File: src/rtl/pcs_pkg.sv
// Package for the PUCT child selector: widths, sequencer states, status codes
// and the step structs of the shared compare-subtract unit. No dependencies.
`timescale 1ns / 1ps
package pcs_pkg;

  localparam int IdBits    = 16;
  localparam int VisitBits = 20;
  localparam int SumBits   = 32;
  localparam int PriorBits = 16;
  localparam int WgtBits   = 16;
  localparam int RootBits  = 18;
  localparam int AccBits   = 36;
  localparam int RemBits   = 22;
  localparam int QBits     = 33;
  localparam int UBits     = 30;
  localparam int ScoreBits = 34;
  localparam int CntBits   = 6;
  localparam int DivSteps  = 32;
  localparam int SqrtSteps = 18;
  localparam logic [WgtBits-1:0] WgtReset = 16'd4096;

  typedef enum logic [1:0] {
    ST_OK         = 2'd0,
    ST_EMPTY      = 2'd1,
    ST_PARENTZERO = 2'd2
  } status_t;

  typedef enum logic [2:0] {
    S_IDLE, S_SQRT, S_QDIV, S_MUL1, S_MUL2, S_UDIV, S_CMP, S_FINISH
  } state_t;

  typedef enum logic {
    OP_DIV,
    OP_SQRT
  } op_t;

  // Operands of one step of the shared unit
  typedef struct packed {
    op_t                 op;
    logic [RemBits-1:0]  rem;
    logic [1:0]          top;
    logic [VisitBits:0]  divisor;
    logic [RootBits-1:0] root;
  } step_req_t;

  // Outcome of one step
  typedef struct packed {
    logic [RemBits-1:0] rem;
    logic               qbit;
  } step_rsp_t;

endpackage

File: src/rtl/pcs_step_unit.sv
// Shared compare-subtract unit: one restoring division step or one
// digit-by-digit square root step. Depends on pcs_pkg.
`timescale 1ns / 1ps
module pcs_step_unit
  import pcs_pkg::*;
(
  input  step_req_t req,
  output step_rsp_t rsp
);

  logic [RemBits-1:0] rem_sh;
  logic [RemBits-1:0] trial;
  logic [RemBits:0]   diff;

  // Shift in the next dividend bit or radicand pair and pick the trial value
  always_comb begin
    unique case (req.op)
      OP_DIV: begin
        rem_sh = {req.rem[RemBits-2:0], req.top[1]};
        trial  = RemBits'(req.divisor);
      end
      OP_SQRT: begin
        rem_sh = {req.rem[RemBits-3:0], req.top};
        trial  = RemBits'({req.root, 2'b01});
      end
      default: begin
        rem_sh = '0;
        trial  = '0;
      end
    endcase
    diff     = {1'b0, rem_sh} - {1'b0, trial};
    rsp.qbit = ~diff[RemBits];
    rsp.rem  = rsp.qbit ? diff[RemBits-1:0] : rem_sh;
  end

endmodule
File: config.mk
export PLATFORM = sky130hd
export DESIGN_NAME = pcs_step_unit
export DESIGN_NICKNAME = d
export VERILOG_FILES = /design/src/rtl/pcs_pkg.sv /design/src/rtl/pcs_step_unit.sv
export SDC_FILE = /design/constraint.sdc
export NUM_CORES = 1
export LEC_CHECK = 0
export ABC_AREA = 1
export BUFFER_PORTS_ARGS = -buffer_cell sky130_fd_sc_hd__buf_2
export CORE_MARGIN = 8
export CORE_UTILIZATION = 53
export DETAILED_ROUTE_END_ITERATION = 7
export PLACE_DENSITY = 0.95
export SYNTH_ARGS = -nofsm -noshare
export SYNTH_HDL_FRONTEND = slang
export SYNTH_SLANG_ARGS = --single-unit
File: constraint.sdc
create_clock -name vclk -period 4.27
set_input_delay 0.854 -clock vclk [all_inputs]
set_output_delay 0.854 -clock vclk [all_outputs]
set_load 0.01 [all_outputs]
======== Word-level counts from Yosys, hierarchy flattened ========
Index checks and enable logic that the tools add are counted.
storage, ports and cells
  register bits ........................... 0
  input port bits ......................... 64
  output and inout bits ................... 23
  logic and storage cells ................. 6
operators by class
  add/sub/neg operators ................... 1
  muxes and demuxes ....................... 3
  bitwise logic cells ..................... 2
operators by type and width
  cell                                            count
  22-bit case mux with 2 select lines             2
  22-bit by 22-bit subtractor with 23-bit output  1
  22-bit two-way mux                              1
  1-bit NOT                                       2

======== Logic depth before layout (Yosys ltp) ========
Gate-level depths: netlist of the first run.
  depth in word-level cells ............... 4
  depth in mapped cells ................... 17
  depth with buffers taken out ............ 16

======== Least setup slack after synthesis of the first run ========
Ideal clock, no wire load.
  path type ............................... input to output
  start ................................... input port req[63] in the netlist's numbering
  end ..................................... output port rsp[22] in the netlist's numbering
  arrival ................................. 3219 ps
  data required time ...................... 3416 ps
  setup slack ............................. 197 ps
  stages .................................. 15
  path buffers ............................ 3
  path through ............................ buf_4 > clkbuf_1 > or2_2 > ha_1 > fa_1 > inv_1 > nand3_1 > nand3_1 > nand2_1 > nand2_1 > nand2_2 > nand3_4 > buf_6 > o21ai_1 > nor2_1
RTL lines
  item                RTL line            text
  start: declaration  pcs_step_unit.sv:7  input step_req_t req,
  end: declaration    pcs_step_unit.sv:8  output step_rsp_t rsp

==> results of run 1 <==
[logic make-up (layout without fill, tap and decap cells)]
| family | after synthesis | in the layout | share of synthesized area [%] |
|---|---|---|---|
| mux | 19 | 19 | 8.30 |
| buf+inv | 87 | 170 | 15.3 |
| xor+xnor | 9 | 9 | 3.44 |
| fa+ha+maj | 22 | 22 | 12.3 |
| compound gates | 34 | 34 | 8.41 |
| simple gates | 288 | 290 | 52.2 |
[placed cells by master (no fill, tap or decap)]
cell type  netlist  final
nand2_1        198    198
buf_2            1     86
inv_1           74     74
nor2_1          38     38
nand3_1         24     24
ha_1            21     21
mux2i_1         19     19
a21oi_1         17     17
o21ai_0          9      9
nand4_1          9      9
xnor2_1          8      8
nand3b_1         7      7
a21oi_2          6      6
buf_4            2      6
inv_2            3      3
nor2_2           3      3
nand3_4          1      3
nor3_1           3      3
or2_2            2      2
nand2_2          3      2
o21ai_1          2      2
nand2_4          0      1
xor2_1           1      1
fa_1             1      1
buf_12           0      1
[critical path, stage by stage]
cell	delay (ns)
buf_2	0.14
buf_4	0.26
mux2i_1	0.28
ha_1	0.32
nand2_1	0.14
inv_1	0.08
a21oi_1	0.21
nand2_1	0.15
nand2_4	0.19
nand3_4	0.19
nor2_1	0.20
a21oi_2	0.05
buf_2	0.14
[cell type report]
cell class                      instances  area [um2]
Timing Repair Buffer                   93         495
Inverter                               77         289
Fill cell                             398        1430
Tap cell                               52        65.1
Multi-Input combinational cell        374        1980
[stage by stage]
step / total power (W) / std cells / cell area [um2]
floorplan: 0.000383 / 459 / 2290
global placement: 0.000529 / 593 / 2770
detailed placement: 0.000543 / 593 / 2770
CTS: 0.000552 / 594 / 2790
global route: 0.000631 / 596 / 2830
finish: 0.000571 / 596 / 2830
[worst paths after layout]
kind	end	start	depth (start not counted)	slack (ns)
min	rsp[1]	req[39]	4	2.11
max	rsp[9]	req[63]	13	0.19
[layer usage]
metal  wire, um  track usage [%]  vias to the layer above
li1           -                -                     1608
met1       3050             25.1                     1330
met2       3600             40.4                      183
met3        774             3.17                       33
met4        338             7.89                        0
met5          0                0                        -
[timing repair]
item / CTS / global route
gates resized for setup: 1 / 2
buffers inserted: 0 / 1
pin swaps: 1 / 2
cloned: 1 / 1
endpoints found under the setup margin: 1 / 22
[power by group through the flow]
stage               Sequential, W  Clock, W  Combinational (W)
floorplan                       0         0           0.000383
global placement                0         0           0.000529
detailed placement              0         0           0.000543
CTS                             0         0           0.000552
global route                    0         0           0.000631
finish                          0         0           0.000571
==> summary.txt, run 1 <==
Routing
  • 1st-pass router iterations: 5
  • Initial drt markers: 253
  • Post-route DRC: 0
  • Vias/cell: 5.29
  • Avg WL per Cell: 13.0 um
  • Via count: 3154
  • Post-route ant nets: 0
  • Drt total wl: 7.77 mm

Timing
  • Post-route clock period utilization: 95.5%
  • Max transition margin: 77.1%
  • RSZ-0062 raised after global routing: no
  • Worst setup margin: 0.193 ns
  • Worst hold margin: 2.11 ns
  • Minimum clock period: 4.08 ns
  • Fin. max-slew vios: 0
  • Worst-Margin Slew: 0.339 ns
  • Setup tns final: 0 ns
  • Hold Fails Final Rpt: 0
  • FMAX: 245 MHz
  • Setup-failing EPs final: 0

Final layout
  • Register area: 0 um2
  • Clkbuf count: 0
  • Num sequential: 0
  • Layout Nets: 632
  • N_diodes: 0
  • Area delta synth->final: 23.5%
  • Layout Utilization: 66.4%
  • Layout cells sized above 1: 20.8%

Logic synthesis
  • Syn_area_per_cell: 4.99 um2
  • Post-Syn Nets: 545
  • Yosys cell types: 25
  • Sequential element share of the synthesized area: 0%
  • Most numerous cell in the Yosys netlist: nand2_1
  • Top cells by count, synth: nand2_1, inv_1, nor2_1
  • Cell accounting for the most synthesized area: nand2_1
  • Synth Cell Area: 2290 um2
  • Warnings, synthesis: 0
  • Synth area leaders: nand2_1, inv_1, ha_1
  • Top cell type's share of synthesized area: 32.4%
  • Syn Inst Count: 459

Setup path
  • Crit start category: input port
  • CP Max Fanout: 17
  • Classification of the worst setup path: in -> out
  • Critical Path End Type: output port
  • CP required: 3.42 ns
  • Crit path arrival time: 3.22 ns

Global route
  • Initial antenna violation count: 0
  • Congestion Overflow GR: 0
  • First-pass GRT wire length: 12.4 mm
  • Vias in the first global route: 2933
  • Largest net degree at the start of global routing: 20
  • All-Layer GR Usage: 22.0%

Die
  • Die ar.: 6690 um2
  • Ports: 87
  • Core ar.: 4260 um2
  • DIE HEIGHT: 81.8 um
  • Rows: 24
  • Initial Util: 53.8%
  • Die X: 81.8 um

Place
  • Post-DP HPWL: 6.25 mm
  • Pre-CTS setup slack: -0.0124 ns
  • PortBufs: 86
  • RePlAce Congestion: 1.01

Power
  • Internal: 0.000224 W
  • Static Leak: 1.83 nW
  • Combinational share of power: 100.0%
  • Sw frac: 60.8%
  • PwrDens: 202 nW/um2
  • Seq pwr share: 0%
  • Peak VDD IR: 126 uV
  • Sw power: 0.000347 W
  • Clk network pwr share: 0%

Worst hold path
  • Worst min path class: in -> out

Run
  • Max_cap viols: 0

Clock tree
  • Post-CTS Hold Buffers: 0

Run status
  • Status: complete, no violations
Note: power is estimated with default switching activity, not from simulation.
==> run 2: changes to the inputs <==
--- a/config.mk
+++ b/config.mk
@@ -10,6 +10,7 @@
 export CORE_MARGIN = 8
 export CORE_UTILIZATION = 53
 export DETAILED_ROUTE_END_ITERATION = 7
+export MAX_ROUTING_LAYER = met4
 export PLACE_DENSITY = 0.95
 export SYNTH_ARGS = -nofsm -noshare
 export SYNTH_HDL_FRONTEND = slang
==> run 2 against run 1 <==
Non-clock buffer count is 2 higher. Combinational power about the same. Sequential share of layout area did not move. Via count increased by 0.57%. Cell area is 0.35% higher. Core utilization rose by 0.23 points. Fmax about the same. Final cell count up 0.17%. Flip-flop and latch count is the same. Critical path depth grew 3. Routed wire length is 1.7% lower. Critical path type unchanged.
==> summary.txt, run 2 (synthesized netlist as in run 1, its figures left out) <==
Die
  • Core ar.: 4260 um2
  • Die ar.: 6690 um2
  • Initial Util: 53.8%
  • Rows: 24
  • Ports: 87
  • DIE HEIGHT: 81.8 um
  • Die X: 81.8 um

Timing
  • Post-route clock period utilization: 95.5%
  • Setup-failing EPs final: 0
  • Worst-Margin Slew: 0.371 ns
  • Hold Fails Final Rpt: 0
  • Max transition margin: 75.0%
  • Fin. max-slew vios: 0
  • Minimum clock period: 4.08 ns
  • RSZ-0062 raised after global routing: no
  • FMAX: 245 MHz

Setup path
  • Crit path max-delay family: simple AND/OR/NAND/NOR gates
  • CP Max Fanout: 16
  • Critical Path End Type: output port
  • Classification of the worst setup path: in -> out
  • CP required: 3.42 ns
  • Worst path slowest cell: fa_1
  • Crit path arrival time: 3.22 ns
  • Worst path cell trace: buf_2 -> inv_2 -> or2_2 -> o21ai_0 -> fa_1 -> inv_1 -> nand3_1 -> nand3_1 -> nand2_1 -> nand2_1 -> nand2_2 -> nand3_4 -> buf_4 -> nor2_1 -> a21oi_2 -> buf_2
  • CP Buf/Inv Count: 5
  • Crit start category: input port
  • Largest stage delay on the critical path: 0.49 ns

Final layout
  • Most common cell after layout, fill and taps aside: nand2_1
  • N_diodes: 0
  • Final Cell Area: 2840 um2
  • Fill cells: 384
  • Layout Utilization: 66.6%
  • Layout cells sized above 1: 20.9%
  • Register area: 0 um2
  • Commonest non-fill, non-tap cells in the layout: nand2_1, buf_2, inv_1
  • Num sequential: 0
  • Layout Nets: 633
  • Area of the multi-input gates: 1960 um2
  • Clkbuf count: 0
  • Area delta synth->final: 24.0%

Global route
  • Initial antenna violation count: 0
  • Congestion Overflow GR: 0
  • Vias in the first global route: 2871
  • First-pass GRT wire length: 11.9 mm
  • Largest net degree at the start of global routing: 38
  • All-Layer GR Usage: 21.6%

Power
  • PwrDens: 202 nW/um2
  • Peak VDD IR: 118 uV
  • Static Leak: 1.83 nW

Routing
  • Avg WL per Cell: 12.8 um
  • Post-route ant nets: 0
  • Via count: 3172
  • 1st-pass router iterations: 5
  • Post-route DRC: 0
  • Initial drt markers: 225
  • Vias/cell: 5.31
  • Drt total wl: 7.63 mm

Worst hold path
  • Worst min path class: in -> out

Place
  • Post-DP HPWL: 6.23 mm
  • Placed standard-cell area: 2770 um2
  • RePlAce Congestion: 1.03
  • PortBufs: 86

Run
  • Max_cap viols: 0

Run status
  • Status: complete, no violations
run 2: changes by cell type in the layout (fill, tap and decap cells not counted), sizes merged:
cell,before,now
nand3,27,26
buf,93,95
run 2: cell type report:
cell class                      instances  share of cell area [%]
Timing Repair Buffer                   95                    18.4
Inverter                               77                    10.2
Multi-Input combinational cell        373                    69.1
Tap cell                               52                    2.29
run 2: worst min-delay path, cell delays in order:
cell and delay [ns]:
buf_2 0.07, mux2i_1 0.08, o21ai_1 0.12, buf_2 0.13
run 2: power by group:
part	internal, W	total, W	leakage [nW]	switching (W)
logic	0.000229	0.000574	1.83	0.000344
clock network	0	0	0	0
registers	0	0	0	0
total	0.000229	0.000574	1.83	0.000344
run 2: path summary, 6_finish.rpt:
kind	to	cells after the start	start
hold / removal	rsp[1]	4	req[39]
setup / recovery	rsp[12]	16	req[63]
run 2: timing repair:
| action | in CTS | in global routing |
|---|---|---|
| gates resized for setup | 0 | 2 |
| hold buffers | 0 | 0 |
| endpoints found under the setup margin | 0 | 23 |
| setup buffers | 0 | 3 |
run 2: metrics by stage:
stage	cells	hold slack, ns	setup WS, ns	power, W	TNS [ns]
final	597	2.11	0.192	0.000574	0
after global routing	597	2.13	0.0200	0.000634	0
after CTS	593	2.12	0.000324	0.000546	0
after detailed placement	593	2.12	-0.000617	0.000543	-0.000617
after global placement	593	2.11	0.101	0.000529	0
after floorplan	459	1.97	0.197	0.000383	0
run 2: routing by layer:
layer  part of all wire [%]  GRT usage [%]  up-vias
met5                      0              -        -
met4                    3.6           6.84        0
met3                    9.0           1.86       26
met2                     47           38.4      184
met1                     41           24.8     1359
li1                       -              -     1603
==> run 3: changes to the inputs <==
--- a/config.mk
+++ b/config.mk
@@ -7,6 +7,7 @@
 export LEC_CHECK = 0
 export ABC_AREA = 1
 export BUFFER_PORTS_ARGS = -buffer_cell sky130_fd_sc_hd__buf_2
+export CORE_ASPECT_RATIO = 2
 export CORE_MARGIN = 8
 export CORE_UTILIZATION = 53
 export DETAILED_ROUTE_END_ITERATION = 7
==> run 3 against run 2 <==
Die area grew 1.9%. Largest power group unchanged. Cell area rose by 0.70%. Count of clock-buffer cells in the layout is the same. Global-route usage is 0.68 points lower. Non-clock buffer count down 3. First-iteration DRC count increased by 19%.
==> summary.txt, run 3 (synthesized netlist as in run 1, its figures left out) <==
Timing
  • Minimum clock period: 4.17 ns
  • Setup tns final: 0 ns
  • Fin. max-slew vios: 0
  • Setup-failing EPs final: 0
  • Post-route clock period utilization: 97.7%
  • Worst-Margin Slew: 0.416 ns
  • FMAX: 240 MHz
  • RSZ-0062 raised after global routing: no
  • Max transition margin: 72.0%
  • Hold Fails Final Rpt: 0

Global route
  • Largest net degree at the start of global routing: 25
  • Congestion Overflow GR: 0
  • Initial antenna violation count: 0
  • All-Layer GR Usage: 20.9%
  • First-pass GRT wire length: 12.1 mm
  • Vias in the first global route: 2883

Final layout
  • Num sequential: 0
  • Most common cell after layout, fill and taps aside: nand2_1
  • Register area: 0 um2
  • Layout cells sized above 1: 20.9%
  • N_diodes: 0
  • Clkbuf count: 0
  • Commonest non-fill, non-tap cells in the layout: nand2_1, buf_2, inv_1
  • Layout Nets: 633
  • Area delta synth->final: 24.8%

Power
  • PwrDens: 200 nW/um2
  • Total power: 0.000573 W
  • Static Leak: 1.84 nW
  • Peak VDD IR: 141 uV

Die
  • Ports: 87
  • Die ar.: 6810 um2
  • Initial Util: 53.9%
  • Core ar.: 4250 um2
  • DIE HEIGHT: 109 um
  • Rows: 34
  • Die X: 62.5 um

Routing
  • Met3 routed WL: 870 um
  • Initial drt markers: 267
  • Post-route DRC: 0
  • Highest metal layer with signal wires: met4
  • M1 WL: 2.97 mm
  • Vias/cell: 5.43
  • Post-route ant nets: 0
  • 1st-pass router iterations: 6
  • Drt total wl: 7.92 mm
  • Avg WL per Cell: 13.2 um
  • Via count: 3251
  • Met2 wire len: 3.66 mm

Setup path
  • Classification of the worst setup path: in -> out
  • Largest stage delay on the critical path: 0.37 ns
  • Worst path cell trace: buf_2 -> buf_12 -> o21ai_0 -> ha_1 -> nand2_1 -> nand2_1 -> a21oi_1 -> nand2_1 -> nand2_4 -> nand3_4 -> nor2_1 -> a21oi_2 -> buf_2
  • Cell repeated most along the worst path: nand2_1
  • Crit path max-delay family: simple AND/OR/NAND/NOR gates
  • CP Buf/Inv Count: 3
  • CP required: 3.42 ns
  • Crit path arrival time: 3.32 ns
  • CP Max Fanout: 24
  • Critical Path End Type: output port
  • Worst Setup SP: req[63]
  • Worst path slowest cell: o21ai_0
  • Crit start category: input port

Worst hold path
  • Worst hold start: req[39]
  • Worst min path class: in -> out

Place
  • PortBufs: 86
  • RePlAce Congestion: 0.977
  • Post-DP HPWL: 6.08 mm

Clock tree
  • Post-CTS setup buffer count: 0
  • Post-CTS Hold Buffers: 0

Run status
  • Status: complete, no violations

Run
  • Max_cap viols: 0
## run 3: cell types whose count changed in the layout (fill, tap and decap cells not counted), moves of 2 or more
cell / change
buf_4: -2
nand3_4: +2
o21ai_0: -2
o21ai_1: +2
## run 3: routing by layer
layer	vias to the layer above	track usage, %
met4	0	7.88
li1	1608	-
met3	49	3.19
met2	212	36.7
met1	1382	23.3
met5	-	-
## run 3: path summary, 6_finish.rpt
| kind | to | slack, ns | cells past startpoint |
|---|---|---|---|
| worst min-delay path | rsp[1] | 2.15 | 4 |
| worst max-delay path | rsp[14] | 0.1 | 13 |
## run 3: repair_timing
| action | 4_1_cts | 5_1_grt |
|---|---|---|
| resized for setup | 1 | 8 |
| gates cloned | 1 | 3 |
| endpoints found under the setup margin | 4 | 22 |
| pin swaps | 0 | 2 |
## run 3: through the flow
step                cells  setup slack (ns)  hold WS (ns)  utilization, %  instance area, um2
CTS                   596             0.120          2.15            65.9                2800
floorplan             459             0.197          1.97               -                2290
global placement      595            0.0866          2.12            65.5                2790
detailed placement    595           -0.0174          2.15            65.5                2790
finish                599            0.0972          2.15            67.3                2860
global route          599           0.00101          2.19            67.3                2860
## run 3: power breakdown
group          switching [W]  internal, W  total [W]
clock                      0            0          0
sequential                 0            0          0
combinational       0.000351     0.000222   0.000573
total               0.000351     0.000222   0.000573
## run 3: cell type report
| type | instances | area, um2 |
|---|---|---|
| repair buffers | 92 | 488 |
| well taps | 54 | 67.6 |
| multi-input cells | 376 | 2010 |
| fillers | 411 | 1390 |
| inverters | 77 | 292 |
## run 3: tightest hold or removal path: cells and delay by family
| family | cells | cell delay, ns |
|---|---|---|
| buf+inv | 2 | 0.21 |
| compound gates | 1 | 0.13 |
| mux | 1 | 0.09 |
